**src/hw/rtl/glp_pkg.sv**
```systemverilog
// Shared types and codes for the group-lasso proximal operator unit.
// Used by the top level and the shared root and divide unit; no dependencies.
package glp_pkg;

  localparam int unsigned MaxElements = 1024;
  localparam int unsigned MaxGroups   = 256;
  localparam int unsigned ValueBits   = 32;
  localparam int unsigned ElemAw      = $clog2(MaxElements);
  localparam int unsigned GroupAw     = $clog2(MaxGroups);

  localparam logic [1:0] CMD_LOAD_ELEM  = 2'd0;
  localparam logic [1:0] CMD_LOAD_GROUP = 2'd1;
  localparam logic [1:0] CMD_RUN        = 2'd2;
  localparam logic [1:0] CMD_READ_ELEM  = 2'd3;

  localparam logic [1:0] STATUS_OK    = 2'd0;
  localparam logic [1:0] STATUS_RANGE = 2'd1;
  localparam logic [1:0] STATUS_TABLE = 2'd2;

  localparam logic [1:0] REG_L1_ENABLE     = 2'd0;
  localparam logic [1:0] REG_L1_THRESHOLD  = 2'd1;
  localparam logic [1:0] REG_ELEMENT_COUNT = 2'd2;
  localparam logic [1:0] REG_GROUP_COUNT   = 2'd3;

  typedef struct packed {
    logic start;
    logic sqrt_mode;
  } glp_iter_ctl_t;

endpackage

```
**src/hw/rtl/glp_root_div.sv**
```systemverilog
// Shared iterative unit: 64-bit integer square root or 64 by 32 division.
// One compare-subtract step per cycle; depends on glp_pkg.
module glp_root_div import glp_pkg::*; (
  input  logic          clk_i,
  input  logic          rst_ni,
  input  glp_iter_ctl_t ctl_i,
  input  logic [63:0]   operand_i,
  input  logic [31:0]   divisor_i,
  output logic          done_o,
  output logic [31:0]   result_o
);

  logic        busy_q, busy_d;
  logic        done_q, done_d;
  logic        mode_q, mode_d;
  logic [6:0]  cnt_q, cnt_d;
  logic [63:0] a_q, a_d;
  logic [32:0] rem_q, rem_d;
  logic [31:0] root_q, root_d;
  logic [31:0] div_q, div_d;
  logic [34:0] cand, subtr;
  logic [35:0] diff;
  logic        ge;
  logic        last;

  always_comb begin
    if (mode_q) begin
      cand  = {rem_q, a_q[63:62]};
      subtr = {1'b0, root_q, 2'b01};
    end else begin
      cand  = {2'b00, rem_q[31:0], a_q[63]};
      subtr = {3'b000, div_q};
    end
    diff = {1'b0, cand} - {1'b0, subtr};
    ge   = !diff[35];
    last = mode_q ? (cnt_q == 7'd31) : (cnt_q == 7'd63);
  end

  always_comb begin
    busy_d = busy_q;
    done_d = 1'b0;
    mode_d = mode_q;
    cnt_d  = cnt_q;
    a_d    = a_q;
    rem_d  = rem_q;
    root_d = root_q;
    div_d  = div_q;
    if (ctl_i.start) begin
      busy_d = 1'b1;
      mode_d = ctl_i.sqrt_mode;
      cnt_d  = '0;
      a_d    = operand_i;
      rem_d  = '0;
      root_d = '0;
      div_d  = divisor_i;
    end else if (busy_q) begin
      rem_d = ge ? diff[32:0] : cand[32:0];
      if (mode_q) begin
        root_d = {root_q[30:0], ge};
        a_d    = {a_q[61:0], 2'b00};
      end else begin
        a_d = {a_q[62:0], ge};
      end
      cnt_d = cnt_q + 7'd1;
      if (last) begin
        busy_d = 1'b0;
        done_d = 1'b1;
      end
    end
  end

  always_ff @(posedge clk_i or negedge rst_ni) begin
    if (!rst_ni) begin
      busy_q <= 1'b0;
      done_q <= 1'b0;
      mode_q <= 1'b0;
      cnt_q  <= '0;
    end else begin
      busy_q <= busy_d;
      done_q <= done_d;
      mode_q <= mode_d;
      cnt_q  <= cnt_d;
    end
  end

  always_ff @(posedge clk_i) begin
    a_q    <= a_d;
    rem_q  <= rem_d;
    root_q <= root_d;
    div_q  <= div_d;
  end

  assign done_o   = done_q;
  assign result_o = mode_q ? root_q : a_q[31:0];

endmodule

```
**config.mk**
```make
export PLATFORM = sky130hd
export DESIGN_NAME = glp_root_div
export DESIGN_NICKNAME = d
export VERILOG_FILES = /design/src/hw/rtl/glp_pkg.sv /design/src/hw/rtl/glp_root_div.sv
export SDC_FILE = /design/constraint.sdc
export NUM_CORES = 1
export LEC_CHECK = 0
export BUFFER_PORTS_ARGS = -buffer_cell sky130_fd_sc_hd__buf_2
export CORE_AREA = 2 2 186 188
export CTS_BUF_LIST = sky130_fd_sc_hd__clkbuf_16
export DETAILED_ROUTE_END_ITERATION = 10
export DIE_AREA = 0 0 188 190
export GPL_ROUTABILITY_DRIVEN = 0
export HOLD_SLACK_MARGIN = 0.06
export PLACE_DENSITY = 0.54
export SLEW_MARGIN = 10
export SYNTH_ARGS = -nofsm -noshare
export SYNTH_HDL_FRONTEND = slang
export SYNTH_SLANG_ARGS = --single-unit
```
**constraint.sdc**
```tcl
create_clock -name clk_i -period 4.7 [get_ports clk_i]
set_input_delay 0.235 -clock clk_i [delete_from_list [all_inputs] [get_ports clk_i]]
set_output_delay 0.235 -clock clk_i [all_outputs]
set_load 0.1 [all_outputs]
```
Word level (Yosys, flattened, before mapping)
Index checks and enable logic that the tools add are counted.

Add/subtract/negate cells: 2. Equality and inequality tests: 2. Muxes and demuxes: 16. Reductions and logical operators: 3.

Operators with widths (count): $mux W64 (3); $sub A35 B35 Y36 (1); $mux W35 (1); $mux W34 (1); $mux W33 (1); $mux W32 (1); $mux W7 (2); $add A7 B1 Y7 const B (1); $eq A7 B5 Y1 const B (1); $eq A7 B6 Y1 const B (1); $mux W1 (7); $reduce_and A2 Y1 (1); $reduce_bool A2 Y1 (1); $logic_not A1 Y1 (1).

Register bits: 171. Input port bits: 100. Word-level logic and storage cells: 31.

Depth between registers and ports, before layout
Gate-level depths: netlist of run 1.

Word-level depth: 6. Mapped depth: 17. Mapped depth without buffers: 13.

Least setup slack after synthesis of run 1
Ideal clock, no wire load.

Kind: register -> register. Start: reg mode_q. End: reg rem_q[30]. Setup time: 0.121 ns. Data arrival time: 3.605 ns. Required time: 4.579 ns. Path slack: 0.974 ns. Cell stages (with the launch flop): 18. Period minus slack after synthesis: 3.726 ns. Cells stage by stage: dfrtp_1 -> buf_2 -> buf_1 -> clkbuf_1 -> clkbuf_1 -> or2_2 -> ha_1 -> inv_1 -> fa_1 -> a21oi_1 -> o211ai_1 -> a21oi_1 -> a21oi_2 -> a21o_2 -> a2111oi_2 -> nor3_2 -> xnor2_1 -> o21ai_1.

Longest elaborated chain between the ends: 3.

RTL lines: from (decl) (line glp_root_div.sv:15) `logic mode_q, mode_d;`; from (signal assigned) (line glp_root_div.sv:81) `mode_q <= mode_d;`; $mux W35 / $mux W34 (equally long branches) (line glp_root_div.sv:27) `if (mode_q) begin`; $sub A35 B35 Y36 (line glp_root_div.sv:34) `diff = {1'b0, cand} - {1'b0, subtr};`; $mux W33 (*) (line glp_root_div.sv:57) `rem_d = ge ? diff[32:0] : cand[32:0];`; to (signal assigned) (line glp_root_div.sv:88) `rem_q <= rem_d;`; to (decl) (line glp_root_div.sv:18) `logic [32:0] rem_q, rem_d;`.

Mark *: on every way between the ends. The rest lies on a longest branch, timed or not. A chain may end at the register's enable or synchronous reset.

Worst setup path after layout of run 1
Start: reg mode_q. End: reg rem_q[11].

Same word-level chain as after synthesis.

==> results of run 1 <==
## flip-flops by register name (all words and copies together) (netlist names)
register  count
a_q          64
mode_q        1
root_q       32
rem_q        33
done_o        1
div_q        32
cnt_q         7
busy_q        1
## power by group through the flow
| stage | registers (W) | clock network [W] | logic, W |
|---|---|---|---|
| 2_1_floorplan | 0.00186 | 0 | 0.00180 |
| 4_1_cts | 0.00189 | 0.00143 | 0.00215 |
| 5_1_grt | 0.00192 | 0.00147 | 0.00237 |
| 6_report | 0.00189 | 0.00139 | 0.00215 |
| 3_5_place_dp | 0.00192 | 0 | 0.00211 |
| 3_3_place_gp | 0.00192 | 0 | 0.00211 |
## metrics by stage
stage / util [%] / setup WS [ns]
after floorplan: - / 0.974
after global placement: 32.5 / 0.936
after detailed placement: 32.5 / 0.839
after CTS: 35.6 / 0.820
after global routing: 35.6 / 0.557
final: 35.6 / 0.811
## layer usage
metal  vias to the layer above  global-route usage (%)
met4                         2                    3.73
met3                        14                    2.71
met1                      3628                    18.4
met2                       113                    21.5
li1                       3913                       -
met5                         -                       0
## final cells by class
cell class / instances / area, µm²
clock buffers: 17 / 425
fillers: 3462 / 21900
well taps: 455 / 569
flip-flops and latches: 171 / 4440
clock inverters: 15 / 149
repair buffers: 190 / 1240
multi-input cells: 753 / 5200
inverters: 12 / 45.0
## worst paths after layout
path	depth (start not counted)	end	slack [ns]	start
setup / recovery	11	rem_q[11]	0.81	mode_q
hold / removal	3	a_q[24]	0.08	operand_i[24]
setup reg to reg	11	rem_q[11]	0.81	mode_q
hold reg to reg	2	root_q[31]	0.46	root_q[31]
max in group asynchronous	2	mode_q	4.29	rst_ni
min in group asynchronous	2	cnt_q[3]	0.20	rst_ni
## kinds of logic (layout without fill, tap and decap cells)
| logic type | Yosys count | count (layout) |
|---|---|---|
| muxes | 171 | 171 |
| and+or+nand+nor | 265 | 265 |
| DFF | 171 | 171 |
| AOI/OAI and AO/OA | 246 | 246 |
| buffers and inverters | 76 | 234 |
| xor gates and xnor gates | 35 | 35 |
| adders and majority gates | 36 | 36 |
## worst max-delay path, cell delays in order (launching register included)
cell and delay (ns):
dfrtp_4 0.80, buf_4 0.30, mux2_2 0.37, ha_1 0.41
nand2_1 0.13, o21bai_1 0.10, or3_1 0.39, o21ai_2 0.20
a22o_4 0.36, buf_4 0.29, mux2i_1 0.22, a211oi_1 0.09
## cell usage after synthesis, types with 2 or more instances
cell type    n
mux2i_1    108
mux2_2      62
a211oi_1    20
o21ai_0     85
o21bai_1     2
a221oi_2     2
dfrtp_1     10
or3_1        5
dfxtp_1     65
clkbuf_1    36
a21boi_0     3
a32oi_1      3
nor2_1      58
nand3_1      5
nand2_1    161
inv_1       12
a21o_1      25
nor3b_1      3
xor2_1      18
buf_1        9
buf_2       14
o21a_1       3
a31oi_1      5
o211ai_1     3
nand2b_1     6
and3_1       5
a21oi_2      2
a21oi_4      2
and2_1       5
a21oi_1     72
nand4_1      6
xnor2_1     17
a22o_1       2
buf_6        5
ha_1        35
o2111ai_1    3
or2_2        2
edfxtp_1    96
nor2b_1      3
==> flow_metrics.py, run 1 <==
metrics = {
    "run_status": {
        "run_status": "completed",
    },
    "routing": {
        "vias": 7670,
        "totalWireLength_um": 24100,
        "met2_length_um": 10900,
        "dr.pass1.iters": 5,
        "wl_met3_um": 742,
        "drt-initial-drc-count": 599,
        "wl_met1_um": 12200,
        "wl_per_cell_um": 14.9,
        "top_layer": "met5",
        "drtAntennaViolNets": 0,
        "viasPerCell": 4.76,
        "drc_errors": 0,
    },
    "grt": {
        "grt_pass1_wl_um": 38800,
        "grt_pass1_vias": 7482,
        "antenna_found_initial": 1,
        "grt_max_degree": 175,
        "grt_use_total_pct": 13.4,
        "globalRouteOverflowTotal": 0,
    },
    "power": {
        "internal_power_w": 0.00345,
        "p_switching_w": 0.00198,
        "total_leakage_power_nw": 5.16,
        "p_sw_share_pct": 36.5,
        "p_clk_share_pct": 25.6,
        "power_w": 0.00544,
        "power_density_mw_per_mm2": 450,
        "power_frac_comb_pct": 39.6,
        "peakVddDrop_mv": 0.234,
        "power.share.sequential_pct": 34.8,
    },
    "synth": {
        "ys_ff_latch": 171,
        "avgSynthCellArea_um2": 9.98,
        "synthArstFlopShare_pct": 5.85,
        "synth_compound_area_share_pct": 15.3,
        "synthSimpleGateAreaFrac_pct": 11.2,
        "synth_cells": 1000,
        "syn-num-nets": 1136,
        "synth_area_leaders": "edfxtp_1, dfxtp_1, mux2i_1",
        "ys_warn_count": 0,
        "yosysTopAreaCellShare_pct": 28.9,
        "synthXorXnorAreaFrac_pct": 3.07,
        "synthAdderAreaFrac_pct": 4.59,
        "synth_mux_area_share_pct": 18.0,
        "synth_cell_types": 61,
        "synth_largest_area_cell": "edfxtp_1",
        "synth_edf_count": 96,
        "yosysSeqAreaShare_pct": 44.5,
        "synth-main-ff-cell": "edfxtp_1",
        "syn_area_mm2": 0.00998,
        "synth_top_family_by_area": "multiplexers",
    },
    "cells_and_area": {
        "layoutNonFillerInstCount": 1613,
        "final_common_cell": "nand2_1",
        "n_antenna_cell": 0,
        "layout_common_cells": "nand2_1, buf_2, mux2i_1, edfxtp_1, o21ai_0",
        "design_area_mm2": 0.0121,
        "final_layout_size_suffix_gt1_share_pct": 22.0,
        "syn2layout_area_growth_pct": 21.0,
        "finish.net_count": 1281,
    },
    "hold_path": {
        "hold_class": "input port to flip-flop",
    },
    "cts": {
        "cts_setup_buffers": 0,
        "clk_latency_ns": 0.44,
        "ctsResizeCount": 0,
        "cts_buffers": 17,
        "hold_buffers": 45,
        "cts_tree": "done",
        "htree_levels": 4,
        "cts_root_buffer": "clkbuf_16",
        "clk_pin_slew_ns": 0.07,
        "clockBufferDepth": 2,
        "cts.sinks": 171,
    },
    "timing": {
        "clock.fmax_ghz": 0.257,
        "finalHoldViolCount": 0,
        "drv_slew": 0,
        "worst_clock_skew_ns": 0.0133,
        "setup_viol": 0,
        "fin_tns_setup_ns": 0,
        "relSlewSlack_pct": 48.5,
        "rsz0062_at_grt": "false",
        "worst_pin_slew_ns": 0.772,
        "min_period_ns": 3.89,
        "finalCritPeriodShare_pct": 82.8,
        "hold_ws_ns": 0.0793,
    },
    "worst_setup_path": {
        "arrival_ns": 4.17,
        "critical_path.max_fanout": 42,
        "cp.required_ns": 4.98,
        "cp-end-kind": "flip-flop",
        "crit_type": "flip-flop to flip-flop",
        "start_kind": "flip-flop",
    },
    "die": {
        "core_area_mm2": 0.0339,
        "die_y_um": 190,
        "die-width_um": 188,
        "initial_core_util_pct": 29.4,
        "rows": 68,
        "pin_count": 133,
        "die-area_mm2": 0.0357,
    },
    "placement": {
        "numPortBuffers": 132,
        "placed_area_mm2": 0.0110,
        "place_inst": 1536,
        "dp_hpwl_um": 16900,
    },
    "flow_run": {
        "maxCapViolCount": 0,
    },
}
Power figures use the tool's default switching activity.
==> run 2, diff against run 1 <==
- clock period: 4.7 -> 4 ns (I/O delays scaled with it)
==> run 2 against run 1 <==
First-iteration DRC count down 16%. Clock skew is essentially flat. Register-to-register slack got worse by 0.41 ns. Combinational power increased by 22%. Utilization up 1.5 points. Largest cell class unchanged. Largest power group unchanged. Highest routed layer is now met4.
==> flow_metrics.py, run 2 (synthesized netlist as in run 1, its figures left out) <==
metrics = {
    "grt": {
        "globalRouteOverflowTotal": 0,
        "grt_max_degree": 198,
        "antenna_found_initial": 0,
        "grt_pass1_wl_um": 41000,
        "grt_use_total_pct": 14.2,
        "grt_pass1_vias": 7889,
    },
    "timing": {
        "worst_clock_skew_ns": 0.0128,
        "relSlewSlack_pct": 41.3,
        "worst_pin_slew_ns": 0.881,
        "drv_slew": 0,
        "setup_viol": 0,
        "min_period_ns": 3.60,
        "rsz0062_at_grt": "false",
        "fin_tns_setup_ns": 0,
        "finalCritPeriodShare_pct": 90.1,
        "clock.fmax_ghz": 0.278,
        "finalHoldViolCount": 0,
        "setup_ws_ns": 0.397,
    },
    "routing": {
        "drt-initial-drc-count": 501,
        "vias": 7870,
        "drc_errors": 0,
        "dr.pass1.iters": 5,
        "viasPerCell": 4.73,
        "wl_per_cell_um": 15.0,
        "drtAntennaViolNets": 0,
        "totalWireLength_um": 25000,
    },
    "cts": {
        "cts_buffers": 17,
        "cts_root_buffer": "clkbuf_16",
        "clockBufferDepth": 2,
        "ctsResizeCount": 0,
        "clk_pin_slew_ns": 0.07,
        "htree_levels": 4,
        "clk_latency_ns": 0.44,
        "cts.sinks": 171,
        "cts_tree": "done",
    },
    "worst_setup_path": {
        "rr_endpoint": "rem_q[4]",
        "r2r_start": "mode_q",
        "critical_path.max_fanout": 46,
        "reg2reg_slack_ns": 0.40,
        "arrival_ns": 3.89,
        "crit_type": "flip-flop to flip-flop",
        "cp-end-kind": "flip-flop",
        "start_kind": "flip-flop",
        "cp.required_ns": 4.29,
        "ff2ff_path_depth": 10,
    },
    "die": {
        "die-area_mm2": 0.0357,
        "core_area_mm2": 0.0339,
        "pin_count": 133,
        "initial_core_util_pct": 29.4,
        "die_y_um": 190,
        "rows": 68,
        "die-width_um": 188,
    },
    "cells_and_area": {
        "fin_util_pct": 37.0,
        "n_antenna_cell": 0,
        "design_area_mm2": 0.0126,
        "reg.largest.list": "a_q x64, rem_q x33",
        "final_layout_size_suffix_gt1_share_pct": 21.8,
        "nFillCells": 3409,
        "syn2layout_area_growth_pct": 26.0,
        "largest_reg_flops": 64,
        "top_register": "a_q",
        "final_common_cell": "nand2_1",
        "layout_common_cells": "nand2_1, buf_2, mux2i_1, edfxtp_1, dlygate4sd3_1",
        "finish.net_count": 1333,
    },
    "hold_path": {
        "min_from": "operand_i[9]",
        "hold_class": "input port to flip-flop",
        "whs_path_depth": 3,
        "min_to": "a_q[9]",
    },
    "placement": {
        "dp_hpwl_um": 17200,
        "pre_cts_ws_ns": 0.270,
        "numPortBuffers": 132,
        "placed_area_mm2": 0.0111,
    },
    "flow_run": {
        "maxCapViolCount": 0,
    },
    "run_status": {
        "run_status": "completed",
    },
    "power": {
        "total_leakage_power_nw": 5.40,
        "power_density_mw_per_mm2": 510,
        "peakVddDrop_mv": 0.293,
    },
}
-- run 2: through the flow --
step                cells  hold WS, ns  power [W]
finish               1665       0.0745    0.00642
global placement     1540       0.0779    0.00477
CTS                  1664       0.0619    0.00646
detailed placement   1540       0.0853    0.00479
floorplan            1000      -0.0956    0.00430
global route         1665       0.0699    0.00683
-- run 2: how the worst max path moves through the flow --
stage                start  slack [ns]  cells past startpoint        end
finish              mode_q        0.40                     10   rem_q[4]
global route        mode_q        0.16                     10   rem_q[4]
CTS                 mode_q        0.24                     10   rem_q[4]
detailed placement  mode_q        0.27                     10   rem_q[4]
global placement    mode_q        0.40                     12  rem_q[26]
floorplan           mode_q        0.27                     17  rem_q[30]
-- run 2: what timing repair did --
action	in CTS	in global routing
setup endpoints to repair	0	2
endpoints found under the hold margin	101	0
setup buffers	0	1
hold buffers	92	0
-- run 2: per-layer routing --
metal / vias up / routed length, µm / global-route usage (%)
li1: 4025 / - / -
met1: 3696 / 12500 / 19.7
met2: 135 / 11400 / 22.7
met3: 14 / 808 / 2.66
met4: 0 / 256 / 3.66
met5: - / 0 / 0
-- run 2: critical path, cell delays in order (launching register included) --
cell and delay (ns):
dfrtp_4 0.60, buf_4 0.32, buf_4 0.58, mux2i_1 0.27, ha_1 0.32, a21oi_1 0.21, and3_1 0.20, a22o_4 0.27
buf_4 0.27, mux2i_1 0.25, a211oi_1 0.10
-- run 2: layout make-up --
class | instances | area, µm² | area share, %
Inverter | 12 | 45.0 | 0.358
Tap cell | 455 | 569 | 4.53
Timing Repair Buffer | 242 | 1770 | 14.0
Sequential cell | 171 | 4440 | 35.3
Multi-Input combinational cell | 753 | 5200 | 41.4
Clock inverter | 15 | 126 | 1.01
Clock buffer | 17 | 425 | 3.38
-- run 2: report_power, final --
part           internal [W]  switching, W  total [W]
Combinational       0.00112       0.00150    0.00262
Sequential          0.00207      0.000135    0.00221
Clock              0.000816      0.000770    0.00159
==> run 3, diff against run 2 <==
- REMOVE_ABC_BUFFERS: default -> 1
- clock period: 4 -> 3.5 ns (I/O delays scaled with it)
==> run 3 against run 2 <==
Via count grew 0.94%. Clock skew grew 0.0013 ns. Hold slack lost 0.0030 ns. Final cell count grew 1.5%. First-iteration DRC count shrank 5.6%. Register-to-register slack lost 0.23 ns. Global-route usage shrank 0.10 points. Clock power grew 22%. Critical path type unchanged. Critical path depth grew 3.
==> flow_metrics.py, run 3 (synthesized netlist as in run 1, its figures left out) <==
metrics = {
    "routing": {
        "dr.pass1.iters": 4,
        "wl_per_cell_um": 14.9,
        "drt-initial-drc-count": 473,
        "totalWireLength_um": 25300,
        "wl_met3_um": 696,
        "vias": 7944,
        "drc_errors": 0,
        "drtAntennaViolNets": 0,
        "viasPerCell": 4.70,
        "wl_met1_um": 12500,
        "top_layer": "met4",
        "met2_length_um": 11800,
    },
    "worst_setup_path": {
        "crit_path_end": "rem_q[13]",
        "crit_type": "flip-flop to flip-flop",
        "cp-end-kind": "flip-flop",
        "ff2ff_path_depth": 13,
        "arrival_ns": 3.63,
        "crit_slowest_cell": "dfrtp_4",
        "cp-startpoint": "mode_q",
        "critical_path.max_fanout": 24,
        "cp.required_ns": 3.80,
        "worstPathCellList": "buf_12, buf_4, buf_12, mux2_2, ha_1, a21o_1, a21o_1, a21o_1, o2111ai_1, a22o_4, mux2_2, mux2i_1, nor2_1",
        "reg2reg_slack_ns": 0.17,
        "r2r_start": "mode_q",
        "critPathMaxStageDelay_ns": 0.50,
        "rr_endpoint": "rem_q[13]",
        "crit_top_cell": "a21o_1",
        "start_kind": "flip-flop",
    },
    "grt": {
        "globalRouteOverflowTotal": 0,
        "antenna_found_initial": 0,
        "grt_max_degree": 148,
        "grt_pass1_vias": 7875,
        "grt_use_total_pct": 14.1,
        "grt_pass1_wl_um": 40800,
    },
    "timing": {
        "finalCritPeriodShare_pct": 95.2,
        "finalHoldViolCount": 0,
        "relSlewSlack_pct": 41.5,
        "drv_slew": 0,
        "setup_viol": 0,
        "min_period_ns": 3.33,
        "clock.fmax_ghz": 0.300,
        "worst_clock_skew_ns": 0.0141,
        "rsz0062_at_grt": "false",
        "worst_pin_slew_ns": 0.877,
    },
    "cells_and_area": {
        "final_layout_size_suffix_gt1_share_pct": 23.6,
        "top_register": "a_q",
        "nFillCells": 3407,
        "finish.net_count": 1358,
        "final_common_cell": "nand2_1",
        "n_antenna_cell": 0,
        "multi_input_area_mm2": 0.00524,
        "layoutNonFillerInstCount": 1690,
        "design_area_mm2": 0.0129,
        "largest_reg_flops": 64,
        "layout_common_cells": "nand2_1, buf_2, mux2i_1, edfxtp_1, dlygate4sd3_1",
        "reg.largest.list": "a_q x64, rem_q x33",
        "seqCellArea_mm2": 0.00444,
        "syn2layout_area_growth_pct": 29.1,
    },
    "placement": {
        "placed_area_mm2": 0.0112,
        "place_inst": 1551,
        "numPortBuffers": 132,
        "dp_hpwl_um": 17000,
    },
    "flow_run": {
        "maxCapViolCount": 0,
    },
    "cts": {
        "clk_latency_ns": 0.43,
        "clk_pin_slew_ns": 0.07,
        "cts_tree": "done",
        "cts.sinks": 171,
        "cts_buffers": 17,
        "cts_root_buffer": "clkbuf_16",
        "clockBufferDepth": 2,
        "htree_levels": 4,
    },
    "power": {
        "total_leakage_power_nw": 5.54,
        "power_density_mw_per_mm2": 593,
        "peakVddDrop_mv": 0.352,
    },
    "die": {
        "core_area_mm2": 0.0339,
        "initial_core_util_pct": 29.4,
        "die-area_mm2": 0.0357,
        "die-width_um": 188,
        "rows": 68,
        "pin_count": 133,
        "die_y_um": 190,
    },
    "hold_path": {
        "hold_class": "input port to flip-flop",
    },
    "run_status": {
        "run_status": "completed",
    },
}
-- run 3: changes by cell type in the layout (fill, tap and decap cells not counted), moves of 3 or more --
cell,change
buf_12,+4
buf_4,+19
clkinvlp_4,+3
inv_6,-3
-- run 3: worst min path at each step --
| stage | from | to | slack, ns | depth (start not counted) |
|---|---|---|---|---|
| floorplan | rst_ni | busy_q | -0.12 | 0 |
| global placement | rst_ni | cnt_q[4] | 0.05 | 1 |
| detailed placement | rst_ni | done_o | 0.05 | 1 |
| CTS | operand_i[49] | a_q[49] | 0.06 | 3 |
| global route | operand_i[45] | a_q[45] | 0.08 | 3 |
| finish | operand_i[49] | a_q[49] | 0.07 | 3 |
-- run 3: timing repair --
action                     CTS  global route
setup endpoints to repair    0            30
setup buffers                0            13
hold buffers                94             0
resized for setup            0             9
hold endpoints to repair   103             0
-- run 3: layout make-up --
cell class,instances,share of cell area [%]
clock buffers,18,3.50
well taps,455,4.42
clock inverters,14,1.12
flip-flops and latches,171,34.5
repair buffers,267,15.5
multi-input cells,753,40.7
inverters,12,0.350
-- run 3: metrics by stage --
stage	hold WS, ns	TNS, ns	setup WS (ns)	total power [W]	utilization (%)
3_5_place_dp	0.0549	0	0.0917	0.00555	33.0
5_1_grt	0.0753	0	0.0123	0.00811	37.9
4_1_cts	0.0634	0	0.0675	0.00760	37.5
6_report	0.0715	0	0.169	0.00764	37.9
3_3_place_gp	0.0513	0	0.135	0.00554	33.0
2_1_floorplan	-0.121	-419.31	-4.36	0.00484	-
-- run 3: worst max-delay path, delay by kind of cell, from the launching register on --
| family | cells | cell delay (ns) |
|---|---|---|
| buf+inv | 3 | 0.45 |
| simple gates | 1 | 0.05 |
| mux | 3 | 0.78 |
| flops | 1 | 0.50 |
| fa+ha+maj | 1 | 0.31 |
| compound gates | 5 | 1.09 |
-- run 3: report_power, final --
group	internal (W)	switching [W]	total, W
registers	0.00237	0.000145	0.00252
logic	0.00143	0.00175	0.00319
clock network	0.00110	0.000844	0.00194
total	0.00490	0.00274	0.00764
-- run 3: layer usage --
metal | track usage (%) | vias to the layer above
met5 | 0 | -
met4 | 3.79 | 0
met3 | 2.27 | 16
met2 | 23.2 | 120
met1 | 19.2 | 3732
li1 | - | 4076
